===== src/rtl/core/rau_fifo.sv =====
`timescale 1ns / 1ps
module rau_fifo #(
    parameter int WIDTH = 8,
    parameter int DEPTH = 2
) (
    input  logic             i_clk,
    input  logic             i_rst_n,
    input  logic             i_push,
    input  logic [WIDTH-1:0] i_data,
    output logic             o_full,
    input  logic             i_pop,
    output logic [WIDTH-1:0] o_data,
    output logic             o_empty
);
    localparam int PW = (DEPTH > 1) ? $clog2(DEPTH) : 1;
    localparam int CW = $clog2(DEPTH + 1);

    logic [WIDTH-1:0] r_mem [DEPTH];
    logic [PW-1:0]    r_wptr, r_rptr;
    logic [CW-1:0]    r_count;
    logic             w_push, w_pop;

    assign o_full  = (r_count == CW'(DEPTH));
    assign o_empty = (r_count == '0);
    assign w_push  = i_push && !o_full;
    assign w_pop   = i_pop && !o_empty;
    assign o_data  = r_mem[r_rptr];

    always_ff @(posedge i_clk) begin
        if (w_push) begin
            r_mem[r_wptr] <= i_data;
        end
        if (!i_rst_n) begin
            r_wptr  <= '0;
            r_rptr  <= '0;
            r_count <= '0;
        end else begin
            if (w_push) begin
                r_wptr <= (r_wptr == PW'(DEPTH - 1)) ? '0 : r_wptr + 1'b1;
            end
            if (w_pop) begin
                r_rptr <= (r_rptr == PW'(DEPTH - 1)) ? '0 : r_rptr + 1'b1;
            end
            if (w_push && !w_pop) begin
                r_count <= r_count + 1'b1;
            end else if (w_pop && !w_push) begin
                r_count <= r_count - 1'b1;
            end
        end
    end
endmodule


===== config.mk =====
export PLATFORM = sky130hd
export DESIGN_NAME = rau_fifo
export DESIGN_NICKNAME = d
export VERILOG_FILES = /design/src/rtl/core/rau_fifo.sv
export SDC_FILE = /design/constraint.sdc
export NUM_CORES = 1
export LEC_CHECK = 0
export ABC_AREA = 1
export ABC_CLOCK_PERIOD_IN_PS = 2100
export BUFFER_PORTS_ARGS = -buffer_cell sky130_fd_sc_hd__buf_2
export CORE_ASPECT_RATIO = 0.8
export CORE_UTILIZATION = 47
export DETAILED_ROUTE_END_ITERATION = 8
export GPL_ROUTABILITY_DRIVEN = 0
export PLACE_DENSITY = 0.73
export SLEW_MARGIN = 20
export SYNTH_ARGS = -nofsm -noshare
export SYNTH_HDL_FRONTEND = slang
export SYNTH_SLANG_ARGS = --single-unit

===== constraint.sdc =====
create_clock -name i_clk -period 2.1 [get_ports i_clk]
set_input_delay 0.315 -clock i_clk [delete_from_list [all_inputs] [get_ports i_clk]]
set_output_delay 0.315 -clock i_clk [all_outputs]
set_load 0.005 [all_outputs]

==> metrics.cfg <==
[logic_synthesis]
avgSynthCellArea_um2 = 13.1
netlist-cell-type-count = 15
synthesis.nets = 76
netlist_area_um2 = 823
ys_warn_count = 0
ys_ff_latch = 21
synthCells = 63
yosysSeqAreaShare = 0.705

[critical_path]
crit_slowest_cell = dfxtp_1
path_delay_family = flip-flops
worst-endpoint-arrival_ps = 1340
rr_endpoint = r_mem[0][3]$_DFFE_PP_
cpPeakStageDelay_ps = 540
crit_chain = mux2_2, buf_2
ff2ff_path_depth = 2
worstSetupStartpointType = flop
cp.required_ps = 1780
r2r-start = r_count[0]$_SDFFE_PN0P_
path_class = reg2out
rrSetupSlack_ps = 650
crit_fanout = 8
cp_num_buf_inv = 1
end_kind = output pin

[layout]
regArea_um2 = 581
multiInputGateArea_um2 = 204
drive_gt1_frac = 0.402
final.fill_count = 135
area_growth_pct = 18.7
n_antenna_cell = 0
layout.nets = 101

[sta]
fin_crit_ps = 1650
maxSlewViolCount = 0
finalHoldViolations = 0
rsz0062_at_grt = no
fmax_mhz = 606
setup_tns_ps = 0
setup_viol = 0
finalClockSkew_ps = 0.745
slew_headroom = 0.537
tightest_slew_ps = 692
worst_slack_ps = 449
period_share = 0.786

[placement]
numPortBuffers = 21
dp_hpwl_um = 875
dp_slack_ps = 639

[route]
detail-route-antenna-nets = 0
wl_per_cell_um = 10.9
first_iter_violations = 13
drc_errors = 0
drt-pass1-iter-count = 4
viasPerCell = 4.66
vias = 508
wirelength_um = 1190

[power]
vdd_drop_max_mv = 0.608
pwr_density_cell_mw_per_mm2 = 1100
power.switching_w = 0.000321
leakagePower_nw = 0.408
pwr-share-seq = 0.541
internal_power_w = 0.000751
swShare = 0.299
clkPwrFrac = 0.172
power_frac_comb = 0.287

[hold_path]
hold_class = in2reg
min-delay-start = i_data[1]
min_to = r_mem[1][1]$_DFFE_PP_
whs_path_depth = 1

[cts]
cts-resized-gates = 0
cts_tree = done
cts-root-buf = clkbuf_4
insertion_delay_ps = 290
path_clk_slew_ps = 110
htree_levels = 1
clk_path_buf_depth = 2
cts_num_sinks = 21
cts_setup_buffers = 0
holdBufCountCts = 0
cts_inserted_buffers = 3

[floorplan]
die_w_um = 48.8
ioPinCount = 22
die_h_um = 39.4
initial_utilization = 0.506
core_area_mm2 = 0.00163
core.rowCount = 13
dieArea_mm2 = 0.00192

[grt]
grt_pass1_wl_um = 1900
antenna_found_initial = 0
grt_pass1_vias = 426
grt_util_all_layers = 0.142
grt_max_degree = 12
grt_overflow = 0

[job]
cap_viol_max_count = 0

[outcome]
outcome = complete, no violations

-- power by group through the flow --
| stage | sequential [W] | clock [W] | combinational (W) |
|---|---|---|---|
| after floorplan | 0.000566 | 0 | 0.000225 |
| after global placement | 0.000586 | 0 | 0.000303 |
| after detailed placement | 0.000590 | 0 | 0.000309 |
| after CTS | 0.000580 | 0.000187 | 0.000311 |
| after global routing | 0.000593 | 0.000201 | 0.000351 |
| final | 0.000580 | 0.000184 | 0.000307 |
-- through the flow --
stage	power [W]	hold slack, ps	instance area, um2	std cells	utilization
after floorplan	0.000790	414	823	63	-
after global placement	0.000889	481	951	105	0.585
after detailed placement	0.000898	498	951	105	0.585
after CTS	0.00108	202	977	109	0.601
after global routing	0.00114	192	977	109	0.601
final	0.00107	205	977	109	0.601
-- cell type report --
class,instances,share of cell area
Inverter,9,0.0346
Timing Repair Buffer,21,0.108
Tap cell,22,0.0282
Sequential cell,21,0.594
Clock buffer,4,0.0269
Multi-Input combinational cell,32,0.209
-- worst max-delay path by stage --
stage / to / slack, ps / cells after the start
after global placement: r_mem[0][1]$_DFFE_PP_ / 700 / 2
final: o_data[2] / 450 / 2
after detailed placement: r_mem[0][5]$_DFFE_PP_ / 640 / 2
after floorplan: r_count[1]$_SDFFE_PN0P_ / 810 / 9
after global routing: o_data[2] / 360 / 2
after CTS: o_data[2] / 430 / 2
-- sequential cells by signal, summed over array words and instances (netlist names), named ones only --
register  count
r_mem        16
r_count       2
r_rptr        1
r_wptr        1
-- synth_stat cells (all sizes together) --
cell	n	share of area
nor2	11	0.053
inv	9	0.041
o21ai	3	0.023
nand4	1	0.0076
edfxtp	16	0.58
nand3	1	0.0061
a21oi	1	0.0061
ha	1	0.015
buf	1	0.0061
dfxtp	5	0.12
mux2	8	0.11
nand2	6	0.027
-- cells in the final DEF (no fill, tap or decap) --
cell type  synthesis  layout
a21oi_1            1       1
buf_2              1      21
clkbuf_1           0       1
clkbuf_4           0       3
dfxtp_1            5       5
edfxtp_1          16      16
ha_1               1       1
inv_1              8       8
inv_2              1       1
mux2_2             8       8
nand2_1            6       6
nand3_1            1       1
nand4_1            1       1
nor2_1            10      10
nor2_2             1       1
o21ai_0            2       2
o21ai_2            1       1
-- per-layer routing --
layer | global-route usage | vias up | part of all wire
met5 | 0 | - | 0
met4 | 0.0662 | 0 | 0.014
met3 | 0.0388 | 2 | 0.058
met2 | 0.236 | 20 | 0.48
met1 | 0.177 | 228 | 0.45
li1 | - | 258 | -
-- kinds of logic after synthesis --
group | Yosys count | share of synthesized area
compound gates | 4 | 0.0289
fa+ha+maj | 1 | 0.0152
mux | 8 | 0.109
flops | 21 | 0.705
buf+inv | 10 | 0.0471
simple gates | 19 | 0.0942
Note: power is estimated with default switching activity, not from simulation.
