### src/rtl/core/rau_pkg.sv
`timescale 1ns / 1ps
package rau_pkg;

    localparam int VALUE_BITS_DEF = 31;

    // operation selector codes
    localparam logic [1:0] OP_ADD = 2'd0;
    localparam logic [1:0] OP_SUB = 2'd1;
    localparam logic [1:0] OP_MUL = 2'd2;
    localparam logic [1:0] OP_DIV = 2'd3;

    // result status codes
    localparam logic [1:0] ST_VALID    = 2'd0;
    localparam logic [1:0] ST_INVALID  = 2'd1;
    localparam logic [1:0] ST_OVERFLOW = 2'd2;

    // how the back end must treat a queued transaction
    typedef enum logic [1:0] {
        KIND_INVALID = 2'd0,  // bad operand, flags cleared
        KIND_DIVZ    = 2'd1,  // divide by zero fraction, flags kept
        KIND_ZERO    = 2'd2,  // zero numerator, result 0/1
        KIND_WORK    = 2'd3   // needs gcd reduction
    } t_kind;

    typedef struct packed {
        t_kind kind;
        logic  neg;
        logic  lt;
        logic  eq;
        logic  gt;
    } t_cls;

endpackage

### src/rtl/core/rau_back.sv
`timescale 1ns / 1ps
module rau_back #(
    parameter int W = 31
) (
    input  logic            i_clk,
    input  logic            i_rst_n,
    input  logic            i_empty,
    output logic            o_pop,
    input  rau_pkg::t_cls   i_cls,
    input  logic [2*W-1:0]  i_mag,
    input  logic [2*W-1:0]  i_den,
    output logic            o_valid,
    input  logic            i_ready,
    output logic [W-1:0]    o_num,
    output logic [W-2:0]    o_den,
    output logic [1:0]      o_status,
    output logic            o_lt,
    output logic            o_eq,
    output logic            o_gt
);
    import rau_pkg::*;

    localparam int DW = 2 * W;
    localparam int KW = $clog2(DW + 1);

    typedef enum logic [1:0] { S_IDLE, S_GCD, S_DIV, S_OUT } t_state;

    t_state        r_state;
    t_cls          r_cls;
    logic [DW-1:0] r_x, r_y, r_g, r_qa, r_qd, r_ra, r_rd;
    logic [KW-1:0] r_k, r_cnt;
    logic [W-1:0]  r_fin_num;
    logic [W-2:0]  r_fin_den;
    logic [1:0]    r_fin_st;
    logic          r_ov;

    logic [DW-1:0] w_ta, w_td, w_qa, w_qd;
    logic          w_ba, w_bd, w_ovf;

    assign o_pop   = (r_state == S_IDLE) && !i_empty;
    assign o_valid = r_ov;

    // one restoring-division step on both quotients
    assign w_ta = {r_ra[DW-2:0], r_qa[DW-1]};
    assign w_td = {r_rd[DW-2:0], r_qd[DW-1]};
    assign w_ba = (w_ta >= r_g);
    assign w_bd = (w_td >= r_g);
    assign w_qa = {r_qa[DW-2:0], w_ba};
    assign w_qd = {r_qd[DW-2:0], w_bd};
    assign w_ovf = (w_qa[DW-1:W-1] != '0) || (w_qd[DW-1:W-1] != '0);

    always_ff @(posedge i_clk) begin
        if (!i_rst_n) begin
            r_state <= S_IDLE;
            r_ov    <= 1'b0;
        end else begin
            if (r_state == S_OUT && (!r_ov || i_ready)) begin
                r_ov <= 1'b1;
            end else if (r_ov && i_ready) begin
                r_ov <= 1'b0;
            end
            unique case (r_state)
                S_IDLE: begin
                    if (!i_empty) begin
                        r_cls     <= i_cls;
                        r_fin_num <= '0;
                        r_fin_den <= (W-1)'(1);
                        unique case (i_cls.kind)
                            KIND_INVALID, KIND_DIVZ: begin
                                r_fin_st <= ST_INVALID;
                                r_state  <= S_OUT;
                            end
                            KIND_ZERO: begin
                                r_fin_st <= ST_VALID;
                                r_state  <= S_OUT;
                            end
                            default: begin
                                r_x     <= i_mag;
                                r_y     <= i_den;
                                r_qa    <= i_mag;
                                r_qd    <= i_den;
                                r_k     <= '0;
                                r_state <= S_GCD;
                            end
                        endcase
                    end
                end
                S_GCD: begin
                    // binary gcd, one shift or subtract per cycle
                    priority if (r_x == r_y) begin
                        r_g     <= r_x << r_k;
                        r_ra    <= '0;
                        r_rd    <= '0;
                        r_cnt   <= '0;
                        r_state <= S_DIV;
                    end else if (!r_x[0] && !r_y[0]) begin
                        r_x <= r_x >> 1;
                        r_y <= r_y >> 1;
                        r_k <= r_k + 1'b1;
                    end else if (!r_x[0]) begin
                        r_x <= r_x >> 1;
                    end else if (!r_y[0]) begin
                        r_y <= r_y >> 1;
                    end else if (r_x > r_y) begin
                        r_x <= r_x - r_y;
                    end else begin
                        r_y <= r_y - r_x;
                    end
                end
                S_DIV: begin
                    r_qa  <= w_qa;
                    r_qd  <= w_qd;
                    r_ra  <= w_ba ? w_ta - r_g : w_ta;
                    r_rd  <= w_bd ? w_td - r_g : w_td;
                    r_cnt <= r_cnt + 1'b1;
                    if (r_cnt == KW'(DW - 1)) begin
                        r_state <= S_OUT;
                        if (w_ovf) begin
                            r_fin_st <= ST_OVERFLOW;
                        end else begin
                            r_fin_st  <= ST_VALID;
                            r_fin_num <= r_cls.neg ? W'(-w_qa[W-1:0]) : w_qa[W-1:0];
                            r_fin_den <= w_qd[W-2:0];
                        end
                    end
                end
                S_OUT: begin
                    if (!r_ov || i_ready) begin
                        o_num    <= r_fin_num;
                        o_den    <= r_fin_den;
                        o_status <= r_fin_st;
                        o_lt     <= r_cls.lt;
                        o_eq     <= r_cls.eq;
                        o_gt     <= r_cls.gt;
                        r_state  <= S_IDLE;
                    end
                end
                default: r_state <= S_IDLE;
            endcase
        end
    end

    a_gcd_nonzero: assert property (@(posedge i_clk) disable iff (!i_rst_n)
        r_state == S_GCD |-> (r_x != '0) && (r_y != '0))
        else $error("gcd operand reached zero");

    a_div_nonzero: assert property (@(posedge i_clk) disable iff (!i_rst_n)
        r_state == S_DIV |-> r_g != '0)
        else $error("zero divisor in reduction");

    a_den_positive: assert property (@(posedge i_clk) disable iff (!i_rst_n)
        r_state == S_OUT |-> r_fin_den != '0)
        else $error("zero result denominator");
endmodule
### config.mk
export PLATFORM = sky130hd
export DESIGN_NAME = rau_back
export DESIGN_NICKNAME = d
export VERILOG_FILES = /design/src/rtl/core/rau_pkg.sv /design/src/rtl/core/rau_back.sv
export SDC_FILE = /design/constraint.sdc
export NUM_CORES = 2
export LEC_CHECK = 0
export BUFFER_PORTS_ARGS = -buffer_cell sky130_fd_sc_hd__buf_2
export CORE_MARGIN = 2
export CORE_UTILIZATION = 57
export DETAILED_ROUTE_END_ITERATION = 16
export PLACE_DENSITY = 0.85
export SLEW_MARGIN = 30
export SYNTH_ARGS = -nofsm -noshare
export SYNTH_HDL_FRONTEND = slang
export SYNTH_SLANG_ARGS = --single-unit
### constraint.sdc
create_clock -name i_clk -period 8.1 [get_ports i_clk]
set_input_delay 0.405 -clock i_clk [delete_from_list [all_inputs] [get_ports i_clk]]
set_output_delay 0.405 -clock i_clk [all_outputs]
set_load 0.05 [all_outputs]
==> qor.txt <==
Setup-failing EPs final -> 0
RD Place Congestion -> 0.998
Die height -> 278 um
Adder-Cell Fraction of Synth Area -> 7.77%
Worst Skew -> 0.0293 ns
CP Max Fanout -> 30
Slew @ Worst Pin -> 0.970 ns
Skew-Pair Late Insertion Delay -> 0.64 ns
1st-iter DRT viols -> 4442
Total power -> 12.0 mW
Highest routed layer -> met5
Routed WL per cell -> 23.9 um
# rows -> 100
# DRC -> 0
Post-synth EDFFs -> 577
Number of global-route vias before repair -> 35574
Commonest non-fill, non-tap cell in the layout -> edfxtp_1
Arrival time of the worst setup path -> 5.82 ns
Final Hold Violating Endpoints -> 0
Xor/xnor cell area share of the yosys netlist -> 5.15%
Simple-gate share of the synthesized area -> 15.3%
Initial antenna violation count -> 9
Core Region -> 0.0744 mm2
Syn Area/Cell -> 9.19 um2
RSZ-0062 raised after global routing -> no
Synth Register Bits -> 580
Clk slew on worst S/H paths -> 0.06 ns
Detailed Routing Iterations Pass 1 -> 7
Count of cell types in the netlist -> 84
Root Driver -> clkbuf_16
CTS tree -> done
P&R area growth vs syn -> 8.91%
DR vias/cell -> 6.58
Largest net degree at the start of global routing -> 129
WL final -> 136000 um
First-pass GRT wire length -> 208000 um
Outcome -> complete, no violations
Bufs on Longest Clock Path -> 3
Max-cap violations -> 0
Metal3 WL -> 13200 um
Synthesized area -> 0.0429 mm2
Clock sink count -> 580
Syn Inst Count -> 4668
Congestion Overflow GR -> 0
Relative slew margins -> 35.3%
Final Max Tran Viols -> 0
Main combinational cell family by area after synthesis -> compound AO/OA/AOI/OAI gates
Crit Path Category -> reg2reg
Most frequent cells in the layout -> 577 x edfxtp_1, 503 x nor2_1, 473 x nand2_1
Post-synth top flop -> edfxtp_1
Pwr dens -> 256 mW/mm2
Sequential element share of the synthesized area -> 40.5%
Antenna viol nets, final -> 0
Port Buf Inserts -> 201
Async SR Flop Fraction -> 0%
CTS buffer count -> 68
Met2 wire len -> 61400 um
Min Tclk post-route -> 5.48 ns
Final net count -> 5092
Fmax -> 182 MHz
Yosys warns -> 0
Tot GR Track Use -> 34.4%
I/O pins -> 202
Initial Util -> 57.6%
Met1 wire length -> 55500 um
Post-synthesis mux area share -> 6.27%
Max VDD drop -> 341 uV
Fraction of layout cells with a size suffix above 1 -> 11.0%
Startpoint types -> flip-flop
Chip width -> 278 um
Required @ worst endpoint -> 8.44 ns
Area fraction in compound gates after synthesis -> 19.9%
H-tree depth -> 3
Setup TNS Final -> 0 ns
Vias -> 37626
DPL Wire Length -> 101000 um
Setup crit end kind -> flip-flop
Die area -> 0.0775 mm2
Final clock period utilization by the worst path -> 67.7%
Post-synth net total -> 5066
LEAKAGE -> 18.6 nW
Filler instances -> 6089
Worst hold path class -> in2reg
-- cells in the mapped netlist (all sizes together), types with 25 or more instances --
cell type  count  share of area [%]
nand2b        27               0.39
inv          277                2.4
nor4          32               0.47
a221oi        50                1.0
a211oi        56               0.98
clkbuf       223                2.0
o21ai        252                2.9
o21bai        63                1.1
edfxtp       577                 40
nand4         86                1.3
and2          52               0.76
mux2          79                2.1
mux4          48                2.5
ha           260                7.6
mux2i         72                1.7
nor2         507                4.4
xor2         101                2.1
nor2b         26               0.38
o31ai         33               0.60
o21a          34               0.60
nand2        473                4.1
o22ai         34               0.50
a31oi         52               0.76
nand3         96                1.1
nor3          57               0.69
buf           64               0.64
and3          25               0.36
a21o         167                2.9
xnor2        151                3.1
a21oi        437                5.1
-- state kept, by name, summed over array words and instances (netlist names) --
name / flops
o_lt: 1
o_eq: 1
o_valid: 1
r_qd: 62
r_fin_num: 31
r_qa: 62
r_fin_den: 30
o_num: 31
r_cls: 4
r_cnt: 6
r_g: 62
r_rd: 61
r_k: 6
r_y: 62
o_status: 2
r_ra: 61
r_state: 2
r_x: 62
r_fin_st: 2
o_den: 30
o_gt: 1
-- cell type report --
type                       count  area, um2  area share, %
multi-input combinational   3520      23400           50.2
sequential                   580      17400           37.2
clock buffer                  79       1740           3.73
timing repair buffer         243       1360           2.92
tap                          969       1210           2.60
inverter                     281       1060           2.27
clock inverter                40        483           1.03
antenna                        7       17.5         0.0375
-- critical path: stages, from the launching register on --
cell and delay [ns]:
edfxtp_1 0.38, inv_1 0.08, ha_1 0.19, fa_1 0.21
nand2b_1 0.15, a211oi_1 0.10, o41a_1 0.45, o2111ai_1 0.42
nand4bb_1 0.24, a21oi_1 0.40, o21ai_4 0.06, buf_4 0.30
inv_1 0.13, ha_1 0.18, nand3b_1 0.13, or3b_2 0.59
or2_1 0.28, or4_4 0.45, o31ai_2 0.23, xor2_1 0.17
nor2_1 0.06
-- cell families after synthesis --
| kind of cell | after synthesis |
|---|---|
| xor+xnor | 252 |
| fa+ha+maj | 264 |
| buf+inv | 568 |
| flops | 580 |
| mux | 199 |
| compound gates | 1349 |
| simple gates | 1456 |
-- where the power goes --
part           internal, mW  switching [mW]
clock network          1.79            1.34
registers              3.97           0.264
logic                  1.55            3.04
total                  7.31            4.65
-- repair_timing --
action / 4_1_cts / 5_1_grt
endpoints found under the setup margin: 0 / 0
hold buffers: 4 / 0
resized for setup: 0 / 0
hold endpoints to repair: 4 / 0
buffers inserted: 0 / 0
-- metrics by stage --
| stage | instances | worst slack (ns) | hold WS (ns) | cell area, um2 | util [%] |
|---|---|---|---|---|---|
| after CTS | 5711 | 2.63 | 0.0542 | 46700 | 62.7 |
| after detailed placement | 5588 | 2.60 | 0.405 | 44400 | 59.6 |
| after global placement | 5587 | 2.85 | 0.401 | 44400 | 59.6 |
| after global routing | 5714 | 2.41 | 0.0602 | 46700 | 62.7 |
| final | 5719 | 2.62 | 0.0730 | 46700 | 62.7 |
| after floorplan | 4668 | 1.87 | 0.400 | 42900 | - |
-- per-layer routing --
layer | track usage, % | vias up
li1 | - | 17143
met1 | 47.4 | 17953
met2 | 54.1 | 2172
met3 | 5.58 | 354
met4 | 14.2 | 4
met5 | 0 | -
-- worst paths after layout --
kind	cells after the start	from	slack, ns	endpoint
hold reg to reg	0	r_fin_den[27]$_SDFFCE_PN0P_	0.41	o_den[27]$_DFFE_PP_
setup reg to reg	20	r_qa[61]$_DFFE_PP_	2.62	r_fin_num[28]$_SDFFCE_PN0P_
hold / removal	2	i_den[26]	0.07	r_qd[26]$_DFFE_PP_
setup / recovery	20	r_qa[61]$_DFFE_PP_	2.62	r_fin_num[28]$_SDFFCE_PN0P_
Power figures use the tool's default switching activity.
